**src/rtl/core/cbm_pkg.sv**
```systemverilog
// Shared types, field layouts and codes for the cartridge bank mapper.
package cbm_pkg;

  localparam int unsigned MaxRomBanks = 256;

  // Controller variants
  localparam logic [1:0] KIND_ONE   = 2'd0;
  localparam logic [1:0] KIND_TWO   = 2'd1;
  localparam logic [1:0] KIND_THREE = 2'd2;
  localparam logic [1:0] KIND_FIVE  = 2'd3;

  // Configuration register indexes
  localparam logic [1:0] CFG_MAPPER_KIND     = 2'd0;
  localparam logic [1:0] CFG_ROM_BANK_COUNT  = 2'd1;
  localparam logic [1:0] CFG_RAM_SIZE_CODE   = 2'd2;
  localparam logic [1:0] CFG_WRAM_UPPER_BANK = 2'd3;

  // Cart RAM size codes
  localparam logic [2:0] RAM_NONE = 3'd0;
  localparam logic [2:0] RAM_2K   = 3'd1;
  localparam logic [2:0] RAM_8K   = 3'd2;
  localparam logic [2:0] RAM_32K  = 3'd3;
  localparam logic [2:0] RAM_128K = 3'd4;
  localparam logic [2:0] RAM_64K  = 3'd5;

  // Result targets
  localparam logic [2:0] TGT_ROM      = 3'd0;
  localparam logic [2:0] TGT_CART_RAM = 3'd1;
  localparam logic [2:0] TGT_WORK_RAM = 3'd2;
  localparam logic [2:0] TGT_CONST_FF = 3'd3;
  localparam logic [2:0] TGT_CONTROL  = 3'd4;
  localparam logic [2:0] TGT_UNMAPPED = 3'd5;

  localparam logic [15:0] ECHO_OFFSET = 16'h2000;
  localparam logic [15:0] ECHO_END    = 16'hFE00;
  localparam logic [8:0]  ROM_LIMIT_CAP = 9'(MaxRomBanks);

  typedef struct packed {
    logic        operation;
    logic [15:0] address;
    logic [7:0]  write_data;
  } in_word_t;

  typedef struct packed {
    logic [2:0]  target;
    logic [21:0] mapped_address;
    logic        write_enable;
    logic [7:0]  data_out;
    logic        bank_error;
    logic        bad_address;
  } out_word_t;

  typedef struct packed {
    logic [1:0] mapper_kind;
    logic [8:0] rom_bank_count;
    logic [2:0] ram_size_code;
    logic       wram_upper_bank;
  } cfg_t;

  typedef struct packed {
    logic       ram_enable;
    logic [7:0] rom_select;
    logic [7:0] rom_bank;
    logic [1:0] ram_bank;
    logic       banking_mode;
  } bank_t;

endpackage

```
**src/rtl/core/cartridge_bank_mapper_top.sv**
```systemverilog
// Top level of the cartridge bank mapper: input register, decode, output register.
//
// Usage:
//   in_valid/in_ready/in_data carry one CPU bus word (operation, address,
//   write_data). out_valid/out_ready/out_data carry the translated result
//   (target, mapped_address, write_enable, data_out, bank_error, bad_address).
//   cfg_we/cfg_index/cfg_wdata write the configuration registers;
//   write them only while no word is in flight.
// Path: the input register holds each accepted word, and its decoded result is
//   registered in the output register.
// Throughput: one word per cycle while out_ready is high. The decode and bank
//   update sit in one short logic layer between the input and output registers,
//   and the bank registers update as each word moves into the output register.
// Reset: synchronous active-low rst_n empties both registers and restores
//   the bank state (RAM disabled, ROM select and bank 1, RAM bank 0, mode 0)
//   and the configuration defaults.
// Stall: when out_ready is low with a result waiting, the input register holds
//   its word and in_ready drops only once that register is full too; no word
//   is dropped or repeated.
module cartridge_bank_mapper_top import cbm_pkg::*; (
  input  logic      clk,
  input  logic      rst_n,
  input  logic      in_valid,
  output logic      in_ready,
  input  in_word_t  in_data,
  output logic      out_valid,
  input  logic      out_ready,
  output out_word_t out_data,
  input  logic       cfg_we,
  input  logic [1:0] cfg_index,
  input  logic [8:0] cfg_wdata
);

  logic      s1_valid_r;
  in_word_t  s1_word_r;
  logic      out_valid_r;
  out_word_t out_word_r;
  logic      s1_advance;
  cfg_t      cfg_q;
  bank_t     bank_q;
  bank_t     bank_nxt;
  out_word_t dec_word;

  // move the held word on whenever the output register is free or draining
  assign s1_advance = s1_valid_r && (!out_valid_r || out_ready);
  assign in_ready   = !s1_valid_r || s1_advance;

  always_ff @(posedge clk) begin
    if (!rst_n) begin
      s1_valid_r <= 1'b0;
    end else if (in_ready) begin
      s1_valid_r <= in_valid;
    end
  end

  always_ff @(posedge clk) begin
    if (in_ready && in_valid) begin
      s1_word_r <= in_data;
    end
  end

  cbm_decode u_decode (
    .word_in  (s1_word_r),
    .cfg      (cfg_q),
    .bank     (bank_q),
    .word_out (dec_word),
    .bank_nxt (bank_nxt)
  );

  // commit bank updates in the same cycle the word leaves the input register
  cbm_bank_regs u_regs (
    .clk       (clk),
    .rst_n     (rst_n),
    .cfg_we    (cfg_we),
    .cfg_index (cfg_index),
    .cfg_wdata (cfg_wdata),
    .upd_en    (s1_advance),
    .bank_nxt  (bank_nxt),
    .cfg_q     (cfg_q),
    .bank_q    (bank_q)
  );

  always_ff @(posedge clk) begin
    if (!rst_n) begin
      out_valid_r <= 1'b0;
    end else if (s1_advance) begin
      out_valid_r <= 1'b1;
    end else if (out_ready) begin
      out_valid_r <= 1'b0;
    end
  end

  always_ff @(posedge clk) begin
    if (s1_advance) begin
      out_word_r <= dec_word;
    end
  end

  assign out_valid = out_valid_r;
  assign out_data  = out_word_r;

`ifndef SYNTHESIS
  a_hold_stalled: assert property (@(posedge clk) disable iff (!rst_n)
    s1_valid_r && !s1_advance |=> s1_valid_r && $stable(s1_word_r))
    else $error("input register lost a stalled word");

  a_rom_bank_nonzero: assert property (@(posedge clk) disable iff (!rst_n)
    bank_q.rom_bank != 8'd0)
    else $error("active ROM bank is zero");

  a_bad_is_unmapped: assert property (@(posedge clk) disable iff (!rst_n)
    out_valid_r && out_word_r.bad_address |-> out_word_r.target == TGT_UNMAPPED)
    else $error("bad address without unmapped target");

  a_err_on_control: assert property (@(posedge clk) disable iff (!rst_n)
    out_valid_r && out_word_r.bank_error |-> out_word_r.target == TGT_CONTROL)
    else $error("bank error outside a control write");

  a_we_on_ram: assert property (@(posedge clk) disable iff (!rst_n)
    out_valid_r && out_word_r.write_enable |->
      (out_word_r.target == TGT_CART_RAM || out_word_r.target == TGT_WORK_RAM))
    else $error("write enable on a non-RAM target");
`endif

endmodule

```
**src/rtl/core/cbm_bank_regs.sv**
```systemverilog
// Configuration registers and bank state registers of the mapper.
module cbm_bank_regs import cbm_pkg::*; (
  input  logic       clk,
  input  logic       rst_n,
  input  logic       cfg_we,
  input  logic [1:0] cfg_index,
  input  logic [8:0] cfg_wdata,
  input  logic       upd_en,
  input  bank_t      bank_nxt,
  output cfg_t       cfg_q,
  output bank_t      bank_q
);

  cfg_t  cfg_r;
  bank_t bank_r;

  always_ff @(posedge clk) begin
    if (!rst_n) begin
      cfg_r.mapper_kind     <= KIND_ONE;
      cfg_r.rom_bank_count  <= 9'd2;
      cfg_r.ram_size_code   <= RAM_NONE;
      cfg_r.wram_upper_bank <= 1'b1;
    end else if (cfg_we) begin
      unique case (cfg_index)
        CFG_MAPPER_KIND:     cfg_r.mapper_kind     <= cfg_wdata[1:0];
        CFG_ROM_BANK_COUNT:  cfg_r.rom_bank_count  <= cfg_wdata;
        CFG_RAM_SIZE_CODE:   cfg_r.ram_size_code   <= cfg_wdata[2:0];
        CFG_WRAM_UPPER_BANK: cfg_r.wram_upper_bank <= cfg_wdata[0];
        default: ;
      endcase
    end
  end

  always_ff @(posedge clk) begin
    if (!rst_n) begin
      bank_r.ram_enable   <= 1'b0;
      bank_r.rom_select   <= 8'd1;
      bank_r.rom_bank     <= 8'd1;
      bank_r.ram_bank     <= 2'd0;
      bank_r.banking_mode <= 1'b0;
    end else if (upd_en) begin
      bank_r <= bank_nxt;
    end
  end

  assign cfg_q  = cfg_r;
  assign bank_q = bank_r;

endmodule

```
**src/rtl/core/cbm_decode.sv**
```systemverilog
// Address decode, bank select rules and address translation for one bus word.
module cbm_decode import cbm_pkg::*; (
  input  in_word_t  word_in,
  input  cfg_t      cfg,
  input  bank_t     bank,
  output out_word_t word_out,
  output bank_t     bank_nxt
);

  logic [15:0] addr;
  logic [7:0]  val;
  logic        wr;
  logic        old_kind;
  logic [7:0]  sel_new;
  logic [7:0]  rom_cand;
  logic [8:0]  rom_limit;
  logic        rom_reject;
  logic        ram_reject;
  logic        ram_fits;
  logic        do_rom;
  logic        do_ram;

  always_comb begin
    wr  = word_in.operation;
    val = word_in.write_data;
    // fold echo RAM down onto work RAM
    if (word_in.address[15:13] == 3'b111 && word_in.address < ECHO_END) begin
      addr = word_in.address - ECHO_OFFSET;
    end else begin
      addr = word_in.address;
    end
    old_kind = (cfg.mapper_kind == KIND_ONE) || (cfg.mapper_kind == KIND_TWO);
  end

  // candidate ROM select for the two select windows; the second may select a RAM bank instead
  always_comb begin
    do_rom  = 1'b0;
    do_ram  = 1'b0;
    sel_new = bank.rom_select;
    if (wr && !addr[15]) begin
      case (addr[14:13])
        2'd1: begin
          do_rom  = 1'b1;
          sel_new = old_kind ? {1'b0, bank.rom_select[6:5], val[4:0]} : val;
        end
        2'd2: begin
          if (bank.banking_mode || !old_kind) begin
            do_ram = 1'b1;
          end else begin
            do_rom  = 1'b1;
            sel_new = {1'b0, val[1:0], bank.rom_select[4:0]};
          end
        end
        default: ;
      endcase
    end
  end

  always_comb begin
    rom_cand = (sel_new == 8'd0) ? 8'd1 : sel_new;
    if (old_kind && (rom_cand == 8'h20 || rom_cand == 8'h40 || rom_cand == 8'h60)) begin
      rom_cand = rom_cand + 8'd1;
    end
    rom_limit  = (cfg.rom_bank_count > ROM_LIMIT_CAP) ? ROM_LIMIT_CAP : cfg.rom_bank_count;
    rom_reject = {1'b0, rom_cand} >= rom_limit;
    // RAM bank count per size code: 2K and none have no full bank, 8K has one
    unique case (cfg.ram_size_code)
      RAM_8K:                     ram_reject = (val[1:0] != 2'd0);
      RAM_32K, RAM_128K, RAM_64K: ram_reject = 1'b0;
      default:                    ram_reject = 1'b1;
    endcase
    unique case (cfg.ram_size_code)
      RAM_2K:                             ram_fits = (addr[12:11] == 2'd0);
      RAM_8K, RAM_32K, RAM_128K, RAM_64K: ram_fits = 1'b1;
      default:                            ram_fits = 1'b0;
    endcase
  end

  always_comb begin
    bank_nxt = bank;
    word_out = '0;
    word_out.data_out = wr ? val : 8'd0;
    word_out.target   = TGT_UNMAPPED;

    if (wr && !addr[15]) begin
      word_out.target         = TGT_CONTROL;
      word_out.mapped_address = {6'd0, addr};
      case (addr[14:13])
        2'd0: bank_nxt.ram_enable = (cfg.mapper_kind == KIND_TWO) ?
                                    (val != 8'd0) : (val[3:0] == 4'hA);
        2'd3: bank_nxt.banking_mode = val[0];
        default: ;
      endcase
      if (do_rom) begin
        bank_nxt.rom_select  = sel_new;
        word_out.bank_error  = rom_reject;
        if (!rom_reject) begin
          bank_nxt.rom_bank = rom_cand;
        end
      end
      if (do_ram) begin
        word_out.bank_error = ram_reject;
        if (!ram_reject) begin
          bank_nxt.ram_bank = val[1:0];
        end
      end
    end else if (!addr[15]) begin
      word_out.target = TGT_ROM;
      if (!addr[14]) begin
        word_out.mapped_address = {6'd0, addr};
      end else begin
        word_out.mapped_address = {bank.rom_bank, addr[13:0]};
      end
    end else begin
      case (addr[14:12])
        3'b010, 3'b011: begin
          if (bank.ram_enable && ram_fits) begin
            word_out.target         = TGT_CART_RAM;
            word_out.mapped_address = {7'd0, bank.ram_bank, addr[12:0]};
            word_out.write_enable   = wr;
          end else begin
            word_out.target = TGT_CONST_FF;
          end
        end
        3'b100: begin
          word_out.target         = TGT_WORK_RAM;
          word_out.mapped_address = {10'd0, addr[11:0]};
          word_out.write_enable   = wr;
        end
        3'b101: begin
          word_out.target         = TGT_WORK_RAM;
          word_out.mapped_address = {9'd0, cfg.wram_upper_bank, addr[11:0]};
          word_out.write_enable   = wr;
        end
        default: begin
          word_out.bad_address = 1'b1;
        end
      endcase
    end
  end

endmodule

```
**config.mk**
```make
export PLATFORM = sky130hd
export DESIGN_NAME = cartridge_bank_mapper_top
export DESIGN_NICKNAME = d
export VERILOG_FILES = /design/src/rtl/core/cbm_pkg.sv /design/src/rtl/core/cartridge_bank_mapper_top.sv /design/src/rtl/core/cbm_bank_regs.sv /design/src/rtl/core/cbm_decode.sv
export SDC_FILE = /design/constraint.sdc
export NUM_CORES = 1
export LEC_CHECK = 0
export BUFFER_PORTS_ARGS = -buffer_cell sky130_fd_sc_hd__buf_4
export CAP_MARGIN = 20
export CORE_ASPECT_RATIO = 1.25
export CORE_UTILIZATION = 55
export DETAILED_ROUTE_END_ITERATION = 8
export GPL_TIMING_DRIVEN = 0
export MAX_ROUTING_LAYER = met4
export PLACE_DENSITY_LB_ADDON = 0.3
export SLEW_MARGIN = 40
export SYNTH_ARGS = -nofsm -noshare
export SYNTH_HDL_FRONTEND = slang
export SYNTH_SLANG_ARGS = --single-unit
```
**constraint.sdc**
```tcl
create_clock -name clk -period 6.25 [get_ports clk]
set_clock_uncertainty 0.05 [all_clocks]
set_input_delay 1.25 -clock clk [delete_from_list [all_inputs] [get_ports clk]]
set_output_delay 1.25 -clock clk [all_outputs]
set_load 0.03 [all_outputs]
```
Yosys cells after proc, flatten, opt, wreduce, memory -nomap -nowiden
Cells that the tools add are included.
Widths: inputs -> output; s select.
{"block": "op_classes", "addsub": 2, "n_lt_le_gt_ge": 3, "n_eq_ne": 21, "n_mux": 28, "n_bitwise": 3, "reduce_logical": 38}
{"operator": "$pmux 26 s3", "n": 1}
{"operator": "$mux 16", "n": 3}
{"operator": "$mux 8", "n": 5}
{"operator": "$mux 25", "n": 1}
{"operator": "$mux 22", "n": 1}
{"operator": "$eq 8x7->1 const B", "n": 2}
{"operator": "$lt 16x16->1 const B", "n": 1}
{"operator": "$pmux 8 s2", "n": 1}
{"operator": "$sub 16x14->16 const B", "n": 1}
{"operator": "$eq 3x3->1 const B", "n": 5}
{"operator": "$eq 3x2->1 const B", "n": 4}
{"operator": "$mux 1", "n": 11}
{"operator": "$ge 8x9->1", "n": 1}
{"operator": "$gt 9x9->1 const B", "n": 1}
{"operator": "$mux 9", "n": 1}
{"operator": "$reduce_and 3->1", "n": 3}
{"operator": "$add 8x1->8 const B", "n": 1}
{"operator": "$eq 2x2->1 const B", "n": 4}
{"operator": "$eq 8x6->1 const B", "n": 1}
{"operator": "$logic_not 2->1", "n": 4}
{"operator": "$logic_not 8->1", "n": 1}
{"operator": "$reduce_and 2->1", "n": 4}
{"operator": "$reduce_and 4->1", "n": 2}
{"operator": "$reduce_bool 8->1", "n": 1}
{"operator": "other kinds (13)", "n": 35}
{"block": "totals", "reg_bits": 98, "in_bits": 41, "out_inout_bits": 38, "elab_cells": 117}

Longest topological paths before layout
{"block": "depth", "depth_word": 17, "depth_mapped": 23, "mapped_depth_nobuf": 22}

Cells and area by module
Synthesis repeated with hierarchy kept, for this count alone.
{"block": "hier_totals", "hier_cells": 393, "area_unflattened_um2": 4660.7}
{"module": "cartridge_bank_mapper_top", "n_inst": 1, "cells_per_inst": 70, "area_per_inst_um2": 1935.6}
{"module": "cbm_decode", "n_inst": 1, "cells_per_inst": 196, "area_per_inst_um2": 1373.8}
{"module": "cbm_bank_regs", "n_inst": 1, "cells_per_inst": 127, "area_per_inst_um2": 1351.3}

Least setup slack after synthesis
Ideal clock, no wire load.
{"block": "synth_path", "path_kind": "reg-to-reg", "from": "reg s1_word_r[22] in the netlist's numbering", "to": "reg u_regs.bank_r, in the netlist u_regs.bank_q[10]", "arrival_ps": 4501, "path_slack_ps": 1572, "stages_incl_launch_ff": 23, "synth_period_minus_slack_ps": 4678, "path_cell_list": "edfxtp_1 -> inv_1 -> ha_1 -> and4b_1 -> a21oi_1 -> or3_1 -> a311o_1 -> nand3b_4 -> o31ai_4 -> inv_1 -> ha_1 -> nand2_1 -> nor2_1 -> nand2_1 -> mux2_2 -> ha_1 -> a21oi_1 -> o21ai_0 -> a41oi_1 -> o21a_1 -> buf_2 -> mux2i_1 -> nor2_1"}
{"block": "synth_via", "elab_chain_cells": 16, "word_cells_on_any_way": 26, "classes_between": "add/sub: 2; order compare: 2; eq/ne: 6; mux: 7; bitwise: 1; reduce/logical: 8"}
{"item": "from (decl)", "line_no": "cartridge_bank_mapper_top.sv:35", "text": "in_word_t s1_word_r;"}
{"item": "from (signal assigned)", "line_no": "cartridge_bank_mapper_top.sv:58", "text": "s1_word_r <= in_data;"}
{"item": "$lt 16x16->1 or $eq 3x3->1 (tied branches)", "line_no": "cbm_decode.sv:27", "text": "if (word_in.address[15:13] == 3'b111 && word_in.address < ECHO_END) begin"}
{"item": "$logic_and 1x1->1", "line_no": "cbm_decode.sv:27"}
{"item": "$mux 16 *", "line_no": "cbm_decode.sv:27"}
{"item": "$eq 2x2->1 (tied with other cells)", "line_no": "cbm_decode.sv:41", "text": "case (addr[14:13])"}
{"item": "$pmux 8 s2 or $logic_and 1x1->1 (tied branches)", "line_no": "cbm_decode.sv:41, cbm_decode.sv:40"}
{"item": "$mux 8 *", "line_no": "cbm_decode.sv:40", "text": "if (wr && !addr[15]) begin"}
{"item": "$logic_not 8->1", "line_no": "cbm_decode.sv:60", "text": "rom_cand = (sel_new == 8'd0) ? 8'd1 : sel_new;"}
{"item": "$mux 8 *", "line_no": "cbm_decode.sv:60"}
{"item": "branches (longest 4 deep; another with $add 8x1->8)"}
{"item": "$mux 8 *", "line_no": "cbm_decode.sv:61", "text": "if (old_kind && (rom_cand == 8'h20 || rom_cand == 8'h40 || rom_cand == 8'h60)) begin"}
{"item": "via u_decode.rom_cand[6]", "line_no": "cbm_decode.sv:15", "text": "logic [7:0] rom_cand;"}
{"item": "$ge 8x9->1 *", "line_no": "cbm_decode.sv:65", "text": "rom_reject = {1'b0, rom_cand} >= rom_limit;"}
{"item": "$not 1->1 (no source line) *"}
{"item": "$reduce_and 4->1 (no source line) *"}
{"item": "to (signal assigned)", "line_no": "cbm_bank_regs.sv:42", "text": "bank_r <= bank_nxt;"}
{"item": "to (decl)", "line_no": "cbm_bank_regs.sv:15", "text": "bank_t bank_r;"}
Mark *: on every way through the listed nets, which the timed path passes.
A chain may end at the register's enable or synchronous reset.

Worst setup path in the final report
{"block": "layout_path", "from": "reg s1_word_r[22] in the netlist's numbering", "to": "reg u_regs.bank_r, in the netlist u_regs.bank_q[6]"}
The elaborated chain is that of the path after synthesis.

==> impl_metrics.json <==
{
  "final_max_slew_viol_count": 0,
  "die-width_um": 81.7,
  "min_period_over_period_pct": 88.8,
  "first_pass_iters": 4,
  "ys_top_cells_by_count": "61 x edfxtp_1, 52 x nor2_1, 37 x dfxtp_1",
  "end_kind": "flop",
  "core_um2": 7530,
  "period_needed_ns": 5.55,
  "vdd_drop_max_uv": 173,
  "io_buffers": 77,
  "grt_start_max_net_pins": 26,
  "h-tree-depth": 3,
  "synth_top_area_cell": "edfxtp_1",
  "nets": 514,
  "crit_required_ns": 6.44,
  "num_vias": 3176,
  "diodes": 0,
  "p_leak_nw": 2.18,
  "synth_cells": 372,
  "seq_area_frac_synth_pct": 58.9,
  "synth_cell_types": 50,
  "cpMostUsedCell": "ha_1",
  "rows": 35,
  "avgSynthCellArea_um2": 11.7,
  "wl_per_cell_um": 16.4,
  "routed_wl_mm": 9.15,
  "crit_path_cell_trace": "inv_1 -> ha_1 -> and4b_1 -> a21oi_1 -> or3_1 -> a311o_1 -> nand3b_4 -> o31ai_4 -> inv_1 -> ha_1 -> nand2_1 -> nor2_1 -> nand2_1 -> mux2_2 -> ha_1 -> a21oi_1 -> o21ai_0 -> a41oi_1 -> o21a_1 -> buf_2 -> mux2i_1 -> nor2_1",
  "ctsHoldBuffers": 0,
  "grt.total_usage_pct": 24.7,
  "cts_root_buf": "clkbuf_8",
  "antenna_found_initial": 0,
  "dpl.hpwl_mm": 6.87,
  "grt_pass1_vias": 2994,
  "synth_area_leaders": "edfxtp_1 42%, dfxtp_1 17%, mux2i_1 7.1%",
  "die_area_um2": 8300,
  "hold_ws_ns": 0.440,
  "timing.slew.headroom_pct": 47.1,
  "place.gp.congestion": 0.883,
  "clk_pin_slew_ns": 0.10,
  "synth_area_um2": 4360,
  "critPathMaxStageDelay_ns": 0.48,
  "drc_errors": 0,
  "setup_viol": 0,
  "routed_via_density": 5.69,
  "final.setup.tns_ns": 0,
  "path_class": "reg -> reg",
  "cts_buffers": 9,
  "syn_nets": 425,
  "ios": 79,
  "crit_path_start_kind": "flop",
  "synth_edf_count": 61,
  "dieHeight_um": 102,
  "layout-drive-gt1-share_pct": 23.8,
  "ys_ff_latch": 98,
  "slowest_stage": "edfxtp_1",
  "rsz0062_at_grt": "false",
  "synthFlopType": "edfxtp_1",
  "cts_tree": "done",
  "hold_violations": 0,
  "worstPathMaxFanout": 10,
  "async_flop_share_pct": 0,
  "netlist.area_leader.share_pct": 42.0,
  "drv_cap": 0,
  "postCtsSetupBuffers": 0,
  "worst_slew_pin_slew_ns": 0.788,
  "critical_path_arrival_ns": 5.74,
  "min_path_type": "reg -> reg",
  "clkSinkCount": 98,
  "ctsResizeCount": 0,
  "yosysWarnings": 0,
  "initial_core_util_pct": 57.9,
  "overflow": 0,
  "max_freq_mhz": 180,
  "power_per_cell_area_nw_per_um2": 242,
  "area_delta_synth_final_pct": 21.0,
  "drtIter0Drc": 202,
  "status": "finished clean",
  "detail-route-antenna-nets": 0,
  "synth_most_common_cell": "edfxtp_1",
  "fin_util_pct": 70.1,
  "clk_path_buf_depth": 2,
  "insertion_delay_ns": 0.37,
  "grt_pass1_wl_mm": 14.5
}
[cell families (layout without fill, tap and decap cells)]
group | Yosys count | in the layout | synth area share, %
AND/OR/NAND/NOR | 148 | 148 | 17.7
flip-flops | 98 | 98 | 58.9
AO/OA/AOI/OAI | 57 | 57 | 9.66
multiplexers | 36 | 36 | 8.40
buffers and inverters | 21 | 115 | 1.83
adder cells (fa/ha/maj) | 12 | 12 | 3.44
[metrics by stage]
step                      worst slack, ns  cell area (um^2)  cells  total power [mW]
after floorplan                      1.57              4360    372             0.832
final                               0.698              5280    558              1.28
after global routing                0.313              5280    558              1.32
after global placement              0.864              5060    541             0.889
after CTS                           0.752              5280    558              1.28
after detailed placement            0.802              5080    542             0.895
[report_power, final]
| group | leakage [nW] | internal (mW) | switching (mW) |
|---|---|---|---|
| clock | 0.0936 | 0.172 | 0.224 |
| sequential | 0.886 | 0.716 | 0.0167 |
| combinational | 1.20 | 0.0603 | 0.0871 |
[area by class of cell]
type / count / area, um^2
sequential: 98 / 2570
fill: 601 / 2250
multi-input combinational: 253 / 1730
timing repair buffer: 78 / 593
clock buffer: 10 / 149
tap: 92 / 115
clock inverter: 6 / 47.5
inverter: 11 / 41.3
buffer: 10 / 38.8
[registers in the layout, summed over array words and instances, names as in the netlist]
register       count
out_valid          1
u_regs.cfg_q      15
s1_word_r         25
s1_valid_r         1
out_data          36
u_regs.bank_q     20
[cells in the final DEF (no fill, tap or decap), drive strengths merged, types with 3 or more instances in the layout]
cell type | Yosys | layout
a211oi | 3 | 3
a21o | 3 | 3
a21oi | 10 | 10
a31oi | 3 | 3
and2 | 18 | 18
and4 | 3 | 3
buf | 1 | 79
clkbuf | 9 | 19
dfxtp | 37 | 37
edfxtp | 61 | 61
ha | 12 | 12
inv | 11 | 13
mux2 | 5 | 5
mux2i | 31 | 31
nand2 | 23 | 23
nand2b | 9 | 9
nand3 | 9 | 9
nand3b | 3 | 3
nor2 | 52 | 52
nor2b | 16 | 16
nor3 | 6 | 6
o211ai | 4 | 4
o21a | 4 | 4
o21ai | 11 | 11
o31ai | 3 | 3
[per-layer routing]
metal	share of wire (%)	vias up	global-route usage, %
met5	0	-	-
li1	-	1524	-
met2	52	105	42.2
met1	41	1533	28.9
met3	5.6	14	4.41
met4	1.4	0	8.50
[critical path: cells and delay by family (launching register included)]
kind / cells / cell delay, ns
DFF: 1 / 0.48
adders and majority gates: 3 / 0.75
buffers and inverters: 3 / 0.54
and+or+nand+nor: 7 / 1.28
AOI/OAI and AO/OA: 7 / 1.72
muxes: 2 / 0.59
[worst paths after layout]
path,from,to,slack [ns],cells past startpoint
worst max-delay path,s1_word_r[22]$_DFFE_PP_,u_regs.bank_q[6]$_SDFFE_PN0P_,0.70,22
worst min-delay path,u_regs.cfg_q[4]$_SDFFE_PN0P_,u_regs.cfg_q[4]$_SDFFE_PN0P_,0.44,2
worst max register to register,s1_word_r[22]$_DFFE_PP_,u_regs.bank_q[6]$_SDFFE_PN0P_,0.70,22
worst min register to register,u_regs.cfg_q[4]$_SDFFE_PN0P_,u_regs.cfg_q[4]$_SDFFE_PN0P_,0.44,2
No activity file was read; power rests on OpenSTA's default activity.
